==> src/hdl/tricubic_spline_lookup_core_assert.svh <==
// Assertion macros for the tricubic spline lookup core.
// Used by the controller and the top level; no other dependencies.
`ifndef TRICUBIC_SPLINE_LOOKUP_CORE_ASSERT_SVH
`define TRICUBIC_SPLINE_LOOKUP_CORE_ASSERT_SVH
`ifndef NO_ASSERTIONS
`define TSL_ASSERT_IMPL(label, clk, rst, ante, cons) \
   label: assert property (@(posedge clk) disable iff (rst) (ante) |-> (cons)) \
      else $error("assertion failed");
`define TSL_ASSERT_NEXT(label, clk, rst, ante, cons) \
   label: assert property (@(posedge clk) disable iff (rst) (ante) |=> (cons)) \
      else $error("assertion failed");
`else
`define TSL_ASSERT_IMPL(label, clk, rst, ante, cons)
`define TSL_ASSERT_NEXT(label, clk, rst, ante, cons)
`endif
`endif

==> src/hdl/tsl_pkg.sv <==
// Shared types, constants and helper functions for the tricubic spline lookup core.
// No dependencies.
`default_nettype none
package tsl_pkg;
   localparam int DIM_X = 8;
   localparam int DIM_Y = 8;
   localparam int DIM_Z = 16;
   localparam int COEF_TERMS = 64;
   localparam int COEF_AW = 16;
   localparam int GRID_AW = 10;

   localparam logic [1:0] CMD_COEF = 2'd0;
   localparam logic [1:0] CMD_GRID = 2'd1;
   localparam logic [1:0] CMD_EVAL = 2'd2;

   localparam logic [2:0] REG_TOL     = 3'd0;
   localparam logic [2:0] REG_LO_IJ   = 3'd1;
   localparam logic [2:0] REG_HI_IJ   = 3'd2;
   localparam logic [2:0] REG_LO_JI   = 3'd3;
   localparam logic [2:0] REG_HI_JI   = 3'd4;
   localparam logic [2:0] REG_LO_CONJ = 3'd5;
   localparam logic [2:0] REG_HI_CONJ = 3'd6;

   localparam logic signed [47:0] PART_MAX = {1'b0, {47{1'b1}}};
   localparam logic signed [47:0] PART_MIN = {1'b1, {47{1'b0}}};

   // axis select for the Horner multiplier
   typedef enum logic [1:0] {AX_Z = 2'd0, AX_Y = 2'd1, AX_X = 2'd2} axis_type;

   typedef struct packed {
      logic     load_grid;  // latch grid address, start grid read
      logic     grid_done;  // present grid result
      logic     coef_read;  // issue coefficient read for term_idx
      logic     mul;        // multiply accumulator by axis coordinate
      logic     add;        // add operand to product, clamp
      logic     init;       // load accumulator from operand
      logic     push;       // store accumulator into level buffer
      axis_type axis;
      logic [5:0] term_idx;
      logic [1:0] src;      // 0 coefficient, 1 z level, 2 y level
      logic [1:0] pidx;     // buffer index for operand
      logic [1:0] widx;     // buffer index for push
      logic     finish;     // present polynomial result
   } ctl_cmd_type;

   localparam logic [1:0] SRC_COEF = 2'd0;
   localparam logic [1:0] SRC_ZLV  = 2'd1;
   localparam logic [1:0] SRC_YLV  = 2'd2;

   function automatic logic [15:0] clamp_coord(input logic [15:0] n, input logic [3:0] lo,
                                               input logic [3:0] hi);
      logic [15:0] v;
      v = n;
      if (v < {lo, 12'd0}) v = {lo, 12'd0};
      if (v > {hi, 12'd0}) v = {hi, 12'd0};
      return v;
   endfunction

   function automatic logic [3:0] pick_cell(input logic [15:0] v, input logic [3:0] hi);
      logic [3:0] f;
      f = v[15:12];
      if (hi == 4'd0) return 4'd0;
      return (f < hi) ? f : hi - 4'd1;
   endfunction
endpackage
`default_nettype wire

==> src/hdl/tsl_ctrl.sv <==
// Sequencer for the tricubic spline lookup: walks the Horner schedule per evaluate, or the grid read.
// Depends on tsl_pkg and the assertion macro header.
`default_nettype none
`include "tricubic_spline_lookup_core_assert.svh"
module tsl_ctrl import tsl_pkg::*; (
   input  wire logic        clock,
   input  wire logic        reset,
   input  wire logic        go_poly,
   input  wire logic        go_grid,
   output ctl_cmd_type      cmd,
   output logic             busy
);
   typedef enum logic [6:0] {
      S_IDLE  = 7'b0000001,
      S_GRID  = 7'b0000010,
      S_GOUT  = 7'b0000100,
      S_READ  = 7'b0001000,
      S_INIT  = 7'b0010000,
      S_MUL   = 7'b0100000,
      S_ADD   = 7'b1000000
   } state_type;

   state_type  state_ff, state_in;
   // k,j,i: Horner steps; lvl 0=z 1=y 2=x
   logic [1:0] k_ff, k_in, j_ff, j_in, i_ff, i_in, lvl_ff, lvl_in;

   logic [5:0] term;
   always_comb begin
      cmd = '0;
      cmd.axis = AX_Z;
      cmd.src = SRC_COEF;
      state_in = state_ff;
      k_in = k_ff; j_in = j_ff; i_in = i_ff; lvl_in = lvl_ff;
      // operand index for this step: coefficient term or buffer slot
      term = {i_ff, j_ff, k_ff};
      case (lvl_ff)
         2'd0: begin cmd.axis = AX_Z; cmd.src = SRC_COEF; end
         2'd1: begin cmd.axis = AX_Y; cmd.src = SRC_ZLV; end
         default: begin cmd.axis = AX_X; cmd.src = SRC_YLV; end
      endcase
      cmd.term_idx = term;
      cmd.pidx = k_ff;
      case (state_ff)
         S_IDLE: begin
            if (go_grid) begin
               cmd.load_grid = 1'b1;
               state_in = S_GRID;
            end else if (go_poly) begin
               k_in = 2'd3; j_in = 2'd3; i_in = 2'd3; lvl_in = 2'd0;
               state_in = S_READ;
            end
         end
         S_GRID: state_in = S_GOUT;
         S_GOUT: begin
            cmd.grid_done = 1'b1;
            state_in = S_IDLE;
         end
         S_READ: begin
            cmd.coef_read = (lvl_ff == 2'd0);
            state_in = (k_ff == 2'd3) ? S_INIT : S_ADD;
         end
         S_INIT: begin
            cmd.init = 1'b1;
            k_in = k_ff - 2'd1;
            state_in = S_MUL;
         end
         S_MUL: begin
            cmd.mul = 1'b1;
            state_in = S_READ;
         end
         S_ADD: begin
            cmd.add = 1'b1;
            if (k_ff != 2'd0) begin
               k_in = k_ff - 2'd1;
               state_in = S_MUL;
            end else begin
               k_in = 2'd3;
               // level finished: push result, or present it at the last level
               cmd.push = 1'b1;
               case (lvl_ff)
                  2'd0: begin
                     cmd.widx = j_ff;
                     if (j_ff != 2'd0) begin
                        j_in = j_ff - 2'd1;
                     end else begin
                        lvl_in = 2'd1;
                     end
                     state_in = S_READ;
                  end
                  2'd1: begin
                     cmd.widx = i_ff;
                     if (i_ff != 2'd0) begin
                        i_in = i_ff - 2'd1;
                        j_in = 2'd3;
                        lvl_in = 2'd0;
                     end else begin
                        lvl_in = 2'd2;
                     end
                     state_in = S_READ;
                  end
                  default: begin
                     cmd.push = 1'b0;
                     cmd.finish = 1'b1;
                     state_in = S_IDLE;
                  end
               endcase
            end
         end
         default: state_in = S_IDLE;
      endcase
      if (state_ff == S_ADD && k_ff != 2'd0) cmd.mul = 1'b0;
   end

   // INIT and every non-final ADD hand over to MUL before the next operand read.
   assign busy = (state_ff != S_IDLE);

   always_ff @(posedge clock) begin
      if (reset) begin
         state_ff <= S_IDLE;
         k_ff <= '0; j_ff <= '0; i_ff <= '0; lvl_ff <= '0;
      end else begin
         state_ff <= state_in;
         k_ff <= k_in; j_ff <= j_in; i_ff <= i_in; lvl_ff <= lvl_in;
      end
   end

   `TSL_ASSERT_IMPL(a_onehot, clock, reset, 1'b1, $onehot(state_ff))
   `TSL_ASSERT_NEXT(a_grid_out, clock, reset, state_ff == S_GRID, state_ff == S_GOUT)
   `TSL_ASSERT_IMPL(a_idle_start, clock, reset, (go_poly || go_grid) && busy, 1'b0)
endmodule
`default_nettype wire

==> config.mk <==
export PLATFORM = sky130hd
export DESIGN_NAME = tsl_ctrl
export DESIGN_NICKNAME = d
export VERILOG_FILES = /design/src/hdl/tsl_pkg.sv /design/src/hdl/tsl_ctrl.sv
export VERILOG_INCLUDE_DIRS = /design/src /design/src/hdl
export SDC_FILE = /design/constraint.sdc
export NUM_CORES = 1
export LEC_CHECK = 0
export BUFFER_PORTS_ARGS = -buffer_cell sky130_fd_sc_hd__buf_2
export CAP_MARGIN = 40
export CORE_MARGIN = 2
export CORE_UTILIZATION = 51
export DETAILED_ROUTE_END_ITERATION = 10
export PLACE_DENSITY = 0.79
export SYNTH_ARGS = -nofsm -noshare
export SYNTH_HDL_FRONTEND = slang
export SYNTH_SLANG_ARGS = --single-unit
==> constraint.sdc <==
create_clock -name clock -period 1.9 [get_ports clock]
set_clock_uncertainty 0.15 [all_clocks]
set_input_delay 0.095 -clock clock [delete_from_list [all_inputs] [get_ports clock]]
set_output_delay 0.095 -clock clock [all_outputs]
set_load 0.05 [all_outputs]
==> run_results.csv, run 1 <==
group,metric,value,unit
clock_network,root_buffer,"clkbuf_4",
sta,setup_viol,4,
clock_network,clock_sinks,15,
sta,period_needed,1.97,ns
yosys,synth_area_leader_cell,"dfxtp_1",
flow_run,drv_cap,0,
detailed_routing,dr.pass1.iters,4,
sta,slew_violations,0,
clock_network,cts_max_level,1,
detailed_routing,wl,3.29,mm
yosys,synth_area_per_cell,8.60,um2
yosys,synth_cells,120,
floorplanning,rows,16,
power,switchingPower,470,uW
detailed_routing,dr.first_iter.drc_count,94,
clock_network,clock_latency,0.29,ns
clock_network,cts_tree,"built",
critical_path,arrival,1.72,ns
floorplanning,start_util,53.2,%
sta,max_freq,509,MHz
critical_path,crit_path_end_kind,"output port",
finish,num_antenna_cells,0,
critical_path,path_class,"flop to output port",
power,sequentialPowerShare,34.9,%
yosys,synth.cell_area,0.00103,mm2
finish,instances_no_fill,188,
yosys,synth_common_cells,"dfxtp_1 (15), nor2_1 (14), nand2b_1 (9)",
clock_network,cts_made_buffers,3,
yosys,synth.distinct_cells,45,
floorplanning,fp.dieH,49.0,um
status,violations,"negative setup slack",
place,gp_congestion,0.908,
finish,drive_above_1_share,53.4,%
floorplanning,core,0.00194,mm2
place,portBuffers,26,
sta,hold_viol_final,0,
floorplanning,die_w,49.0,um
power,total_power,1090,uW
finish,fillers,141,
finish,design_area,0.00148,mm2
sta,worstMarginPinSlew,0.377,ns
global_routing,grt_pass1_wl,4.75,mm
detailed_routing,vias,1121,
place,dpl-instance-area,0.00119,mm2
yosys,ys_ff_latch,15,
critical_path,crit_fanout,6,
sta,rsz0062_at_grt,"yes",
sta,finalWorstSetupSlack,-0.0665,ns
yosys,ys_warn_count,0,
sta,min_period_over_period,103,%
power,comb_power_share,47.7,%
power,vdd_ir_drop_max,0.000532,V
global_routing,grt_max_degree,15,
yosys,ys_seq_area_share,29.1,%
critical_path,required,1.65,ns
global_routing,grt_pass1_vias,1003,
finish,seq_area,323,um2
power,switching_share,43.1,%
detailed_routing,ant_nets,0,
yosys,ys.flop_type,"dfxtp_1",
detailed_routing,wire_per_inst,17.5,um
sta,relSlewSlack,74.7,%
floorplanning,dieArea,0.00240,mm2
power,static-leakage-power,0.000606,uW
finish,nets,170,
place,hpwl,1.78,mm
critical_path,crit_path_start_kind,"flop",
clock_network,cts.path.max_buffers,2,
yosys,netlist.area_leader.share,29.1,%
finish,multiInputGateArea,699,um2
global_routing,grt_overflow,0,
yosys,syn_nets,128,
detailed_routing,routed_via_density,5.96,
yosys,yosysMostFrequentCell,"dfxtp_1",
power,clockPowerShare,17.3,%
power,power-per-cell-area,737,mW/mm2
status,status,"finished, violations left",
clock_network,clk_pin_slew_worst_paths,0.09,ns
floorplanning,pin_count,27,
place,placedCellCount,168,
global_routing,antenna_found_initial,0,
yosys,synth_area_leaders,"dfxtp_1 (29%), nand2b_1 (5.5%), nor2_1 (5.1%), ha_1 (4.8%), buf_4 (3.6%)",
finish,syn2layout_area_growth,43.4,%
global_routing,grt_use_total,25.6,%
power,power.internal,621,uW
yosys,async_reset_ff_share,0,%
detailed_routing,drc,0,
yosys,synth-edff-count,0,
hold_path,hp-class,"input port to flop",
## through the flow
step	hold WS (ns)	TNS [ns]	setup slack, ns	util [%]
final	0.0270	-0.140	-0.0665	76.2
after global routing	0.0369	-0.464	-0.113	76.2
after CTS	0.00903	-0.349	-0.0978	69.0
after detailed placement	0.269	0	0.0795	61.3
after global placement	0.259	0	0.136	61.3
after floorplan	0.0217	-0.297	-0.128	-
## critical path, stage by stage, from the launching register on
cell,delay [ns]
dfxtp_4,0.38
buf_6,0.13
nand3b_1,0.19
nor3_4,0.27
buf_4,0.17
and2_4,0.16
buf_8,0.14
## registers in the layout, indices dropped and copies added (netlist names)
register / count
state_ff: 7
i_ff: 2
j_ff: 2
k_ff: 2
lvl_ff: 2
## logic make-up after synthesis
family,Yosys count,share of synthesized area [%]
multiplexers,2,1.94
AO/OA/AOI/OAI,24,18.9
buffers and inverters,19,10.3
flip-flops,15,29.1
AND/OR/NAND/NOR,55,34.1
adder cells (fa/ha/maj),4,4.85
XOR/XNOR,1,0.849
## cell usage in the layout, fill, tap and decap left out, types with 3 or more instances in the layout
| master | n |
|---|---|
| nor3_1 | 3 |
| buf_4 | 23 |
| clkbuf_4 | 3 |
| nand2_1 | 4 |
| a311oi_1 | 3 |
| buf_6 | 6 |
| inv_1 | 5 |
| nand2b_1 | 9 |
| nor2_2 | 3 |
| nor2_1 | 10 |
| o21ai_0 | 4 |
| dfxtp_2 | 6 |
| buf_2 | 16 |
| ha_1 | 3 |
| nor3_4 | 3 |
| dfxtp_4 | 4 |
| a21oi_1 | 4 |
| dfxtp_1 | 5 |
| nor4b_1 | 3 |
## power groups by stage
stage | clock, uW | sequential (uW) | combinational, uW
CTS | 191 | 375 | 448
global placement | 0 | 379 | 401
global route | 206 | 383 | 544
detailed placement | 0 | 381 | 410
floorplan | 0 | 424 | 280
finish | 189 | 381 | 521
## what timing repair did
| action | 4_1_cts | 5_1_grt |
|---|---|---|
| pin swaps | 4 | 6 |
| resized for setup | 23 | 24 |
| buffers inserted | 5 | 10 |
| endpoints found under the hold margin | 1 | 0 |
| endpoints found under the setup margin | 10 | 16 |
| hold buffers | 1 | 0 |
## per-layer routing
layer / vias up / global-route usage, % / wire (um)
met5: - / 0 / 0
met4: 0 / 9.05 / 148
met3: 21 / 2.76 / 284
met2: 75 / 46.8 / 1630
met1: 512 / 30.9 / 1220
li1: 513 / - / -
## final cells by class
type / count / area share, %
Clock buffer: 4 / 1.78
Inverter: 8 / 2.54
Timing Repair Buffer: 48 / 24.3
Multi-Input combinational cell: 86 / 47.3
Tap cell: 27 / 2.28
Sequential cell: 15 / 21.8
## final timing paths
path,start,endpoint,slack (ns),cells after the start
setup reg to reg,i_ff[0],i_ff[1],0.09,6
hold reg to reg,i_ff[0],i_ff[0],0.34,1
setup / recovery,state_ff[0],cmd[0],-0.07,6
hold / removal,reset,k_ff[1],0.03,2
Note: power is estimated with default switching activity, not from simulation.
==> inputs of run 2 (changes only) <==
--- a/config.mk
+++ b/config.mk
@@ -11,6 +11,7 @@
 export CORE_MARGIN = 2
 export CORE_UTILIZATION = 51
 export DETAILED_ROUTE_END_ITERATION = 10
+export GPL_TIMING_DRIVEN = 0
 export PLACE_DENSITY = 0.79
 export SYNTH_ARGS = -nofsm -noshare
 export SYNTH_HDL_FRONTEND = slang
==> run 2 against run 1 <==
The flow still finishes with violations (negative setup slack). Largest power group unchanged. Largest cell class unchanged. Core utilization unchanged. Worst hold slack improved by 0.056 ns. Final area unchanged.
==> run_results.csv, run 2 (synthesis results as in run 1) <==
group,metric,value,unit
status,violations,"negative setup slack",
critical_path,path_depth,5,
power,power-per-cell-area,705,mW/mm2
sta,relSlewSlack,61.0,%
power,total_power,1040,uW
sta,slew_violations,0,
critical_path,r2r-start,"state_ff[6]",
global_routing,grt_pass1_vias,999,
place,portBuffers,26,
clock_network,cts.path.max_buffers,2,
finish,largest_reg_flops,7,
global_routing,grt_max_degree,11,
critical_path,path_class,"flop to output port",
floorplanning,pin_count,27,
critical_path,cp_num_buf_inv,1,
flow_run,drv_cap,0,
detailed_routing,dr.first_iter.drc_count,43,
sta,min_period_over_period,105,%
critical_path,crit_path_start_kind,"flop",
hold_path,hold_end,"state_ff[1]",
critical_path,rr_worst_depth,5,
finish,layout_commonest_cell,"buf_2",
power,vdd_ir_drop_max,0.000515,V
sta,setup_viol,7,
finish,syn2layout_area_growth,43.4,%
detailed_routing,vias,1051,
critical_path,slowest_delay,0.43,ns
detailed_routing,wl,2.76,mm
critical_path,crit_fanout,5,
sta,finalWorstSetupSlack,-0.0914,ns
critical_path,r2r_setup_slack,0.03,ns
place,hpwl,1.71,mm
finish,drive_above_1_share,50.9,%
floorplanning,fp.dieH,49.0,um
finish,fin_util,76.2,%
global_routing,grt_pass1_wl,4.32,mm
detailed_routing,ant_nets,0,
hold_path,hp-class,"input port to flop",
sta,rsz0062_at_grt,"yes",
global_routing,antenna_found_initial,0,
finish,layout.cells.most_common_list,"buf_2 (19), buf_4 (14), nand2b_1 (9), nor2_1 (9), dfxtp_1 (8)",
critical_path,r2r-end,"k_ff[1]",
global_routing,grt_use_total,22.6,%
finish,nets,170,
place,gp_congestion,0.858,
sta,worstMarginPinSlew,0.585,ns
critical_path,cp_top_family,"simple AND/OR/NAND/NOR gates",
status,status,"finished, violations left",
critical_path,arrival,1.75,ns
detailed_routing,routed_via_density,5.59,
clock_network,root_buffer,"clkbuf_4",
critical_path,crit_slowest_cell,"or3_4",
clock_network,cts_max_level,1,
detailed_routing,drc,0,
critical_path,required,1.65,ns
floorplanning,die_w,49.0,um
clock_network,clock_latency,0.29,ns
hold_path,hp-start,"go_poly",
floorplanning,rows,16,
clock_network,clock_sinks,15,
floorplanning,dieArea,0.00240,mm2
hold_path,worstHoldPathCells,3,
global_routing,grt_overflow,0,
floorplanning,core,0.00194,mm2
clock_network,cts_made_buffers,3,
finish,num_antenna_cells,0,
finish,fillers,133,
finish,top_register,"state_ff",
sta,period_needed,1.99,ns
detailed_routing,wire_per_inst,14.7,um
floorplanning,start_util,53.2,%
critical_path,crit_path_end_kind,"output port",
clock_network,clk_pin_slew_worst_paths,0.10,ns
sta,hold_viol_final,0,
power,static-leakage-power,0.000610,uW
clock_network,cts_tree,"built",
critical_path,crit_path_cell_trace,"or3_4, nor3_4, nand2b_4, a21oi_2, buf_6",
sta,max_freq,502,MHz
detailed_routing,dr.pass1.iters,4,
[run 2: cell count changes in the layout (fill, tap and decap cells not counted), moves of 2 or more]
cell	delta
buf_2	+3
dfxtp_1	+3
buf_8	+2
dfxtp_4	-3
buf_4	-9
[run 2: worst max path at each step]
| stage | from | endpoint | slack (ns) |
|---|---|---|---|
| floorplan | state_ff[1] | cmd[16] | -0.13 |
| global placement | state_ff[1] | lvl_ff[0] | 0.05 |
| detailed placement | state_ff[1] | lvl_ff[0] | 0.05 |
| CTS | state_ff[2] | cmd[16] | -0.08 |
| global route | state_ff[2] | cmd[2] | -0.15 |
| finish | state_ff[2] | cmd[1] | -0.09 |
[run 2: what timing repair did]
action,4_1_cts,5_1_grt
hold endpoints to repair,4,0
buffers inserted,4,4
hold buffers,2,0
endpoints found under the setup margin,11,14
pin swaps,3,7
gates resized for setup,23,18
cloned,0,1
[run 2: power by group]
part	internal [uW]	switching, uW
Combinational	174	307
Clock	78.4	111
Sequential	342	29.8
[run 2: stage by stage]
step | setup TNS (ns) | area (um2) | cells | worst slack (ns) | hold slack [ns]
2_1_floorplan | -0.297 | 1050 | 120 | -0.128 | 0.0217
3_3_place_gp | 0 | 1220 | 173 | 0.0544 | 0.202
3_5_place_dp | 0 | 1220 | 173 | 0.0483 | 0.206
4_1_cts | -0.340 | 1360 | 183 | -0.0769 | 0.0803
5_1_grt | -1.03 | 1480 | 188 | -0.153 | 0.0925
6_report | -0.425 | 1480 | 188 | -0.0914 | 0.0831
[run 2: per-layer routing]
layer	vias to the layer above	share of wire [%]	wire, um	GRT usage (%)
li1	513	-	-	-
met1	499	43	1180	28.6
met2	34	51	1400	39.3
met3	5	5.0	138	2.15
met4	0	1.3	36	9.05
met5	-	0	0	0
[run 2: layout make-up]
type,instances,area (um2),area share [%]
clock inverter,1,5.00,0.338
tap,27,33.8,2.28
buffer,11,83.8,5.66
clock buffer,3,22.5,1.52
sequential,15,312,21.0
inverter,8,35.0,2.37
multi-input combinational,86,696,47.0
timing repair buffer,37,293,19.8
[run 2: worst register-to-register path, stage by stage (launching register included)]
cell and delay [ns]:
dfxtp_1 0.33, clkbuf_4 0.19, or4b_4 0.52, nor3_4 0.29
nor2_2 0.08, a221oi_2 0.22
==> inputs of run 3 (changes only) <==
==> constraint.sdc (replaced) <==
create_clock -name clock -period 1.9 [get_ports clock]
set_clock_uncertainty 0.15 [all_clocks]
set_input_delay 0.19 -clock clock [delete_from_list [all_inputs] [get_ports clock]]
set_output_delay 0.19 -clock clock [all_outputs]
set_load 0.05 [all_outputs]
==> run 3 against run 2 <==
Worst hold slack got worse by 0.014 ns. First-iteration DRC count decreased by 30%. Global-route usage increased by 3.3 points. Via count increased by 11%. Non-clock buffer count increased by 8. The flow still finishes with violations (negative setup slack). Highest routed layer unchanged. Clock power about the same. Total power increased by 7.4%.
==> run_results.csv, run 3 (synthesis results as in run 1) <==
group,metric,value,unit
global_routing,grt_pass1_vias,1098,
finish,drive_above_1_share,56.2,%
detailed_routing,vias,1163,
place,hpwl,1.78,mm
sta,worstMarginPinSlew,0.646,ns
sta,period_needed,2.12,ns
sta,min_period_over_period,111,%
sta,setup_tns,-1.14,ns
hold_path,hp-class,"input port to flop",
floorplanning,die_w,49.0,um
detailed_routing,wl,3.40,mm
critical_path,crit_fanout,4,
detailed_routing,wire_per_inst,17.4,um
global_routing,grt_pass1_wl,4.93,mm
floorplanning,rows,16,
critical_path,required,1.56,ns
critical_path,path_class,"flop to output port",
place,gp_congestion,0.876,
critical_path,crit_path_start_kind,"flop",
place,dp_slack,-0.0499,ns
critical_path,crit_path_end_kind,"output port",
finish,seq_area,319,um2
sta,hold_viol_final,0,
floorplanning,pin_count,27,
finish,multiInputGateArea,739,um2
sta,max_freq,472,MHz
clock_network,cts_made_buffers,3,
clock_network,cts.path.max_buffers,2,
detailed_routing,dr.first_iter.drc_count,30,
sta,relSlewSlack,56.9,%
power,vdd_ir_drop_max,0.000582,V
clock_network,cts_tree,"built",
global_routing,grt_overflow,0,
finish,num_antenna_cells,0,
floorplanning,core,0.00194,mm2
sta,setup_viol,8,
clock_network,clk_pin_slew_worst_paths,0.09,ns
hold_path,hp-start,"go_grid",
status,status,"finished, violations left",
clock_network,clock_latency,0.29,ns
finish,nets,178,
clock_network,clock_sinks,15,
floorplanning,dieArea,0.00240,mm2
sta,slew_violations,0,
place,portBuffers,26,
detailed_routing,ant_nets,0,
finish,largest_reg_flops,7,
detailed_routing,dr.pass1.iters,4,
power,power-per-cell-area,702,mW/mm2
clock_network,root_buffer,"clkbuf_4",
detailed_routing,routed_via_density,5.93,
flow_run,drv_cap,0,
critical_path,crit_path_start,"state_ff[1]",
status,violations,"negative setup slack",
global_routing,antenna_found_initial,0,
detailed_routing,drc,0,
critical_path,arrival,1.78,ns
place,dpl-instance-area,0.00124,mm2
sta,finalWorstSetupSlack,-0.217,ns
power,static-leakage-power,0.000665,uW
global_routing,grt_use_total,25.9,%
finish,fillers,120,
floorplanning,start_util,53.2,%
finish,design_area,0.00160,mm2
finish,layout.cells.most_common_list,"buf_4 (21), buf_2 (17)",
critical_path,r2r-start,"state_ff[1]",
finish,top_register,"state_ff",
sta,rsz0062_at_grt,"yes",
floorplanning,fp.dieH,49.0,um
global_routing,grt_max_degree,11,
clock_network,cts_max_level,1,
finish,syn2layout_area_growth,54.5,%
finish,layout_commonest_cell,"buf_4",
==> run 3: metal layers <==
metal / share of wire (%) / up-vias / GRT usage (%)
met5: 0 / - / 0
met4: 3.2 / 0 / 13.8
met3: 6.3 / 14 / 4.91
met2: 49 / 46 / 41.3
met1: 41 / 573 / 33.1
li1: - / 530 / -
==> run 3: stage by stage <==
stage          util (%)  total power (uW)  hold WS [ns]  cells
5_1_grt            82.2              1170        0.0677    196
4_1_cts            74.4              1020        0.0486    188
3_3_place_gp       64.0               787         0.295    173
3_5_place_dp       64.0               797         0.306    173
6_report           82.2              1120        0.0687    196
2_1_floorplan         -               712         0.117    120
==> run 3: where the power goes <==
group / switching (uW) / internal (uW)
sequential: 31.2 / 344
combinational: 336 / 218
clock: 110 / 81.6
==> run 3: worst max-delay path, cell delays in order (launching register included) <==
cell      delay, ns
dfxtp_4        0.36
or3_4          0.42
nor3_4         0.29
nand2b_4       0.13
a21oi_4        0.13
buf_6          0.17
==> run 3: worst paths after layout <==
check                              endpoint  slack [ns]  cells past startpoint
worst max-delay path                 cmd[1]       -0.22                      5
worst min register to register      i_ff[0]        0.36                      1
worst max register to register    lvl_ff[0]       -0.03                      7
worst min-delay path            state_ff[1]        0.07                      3
==> run 3: layout make-up <==
class | instances | share of cell area (%)
multi-input combinational | 86 | 46.4
buffer | 10 | 4.78
tap | 27 | 2.12
inverter | 8 | 2.20
timing repair buffer | 46 | 22.9
clock buffer | 4 | 1.65
sequential | 15 | 20.0
==> run 3: what timing repair did <==
item | in CTS | in global routing
gates resized for setup | 28 | 24
setup endpoints to repair | 11 | 17
pin swaps | 7 | 13
endpoints found under the hold margin | 1 | 0
setup buffers | 10 | 9
hold buffers | 1 | 0
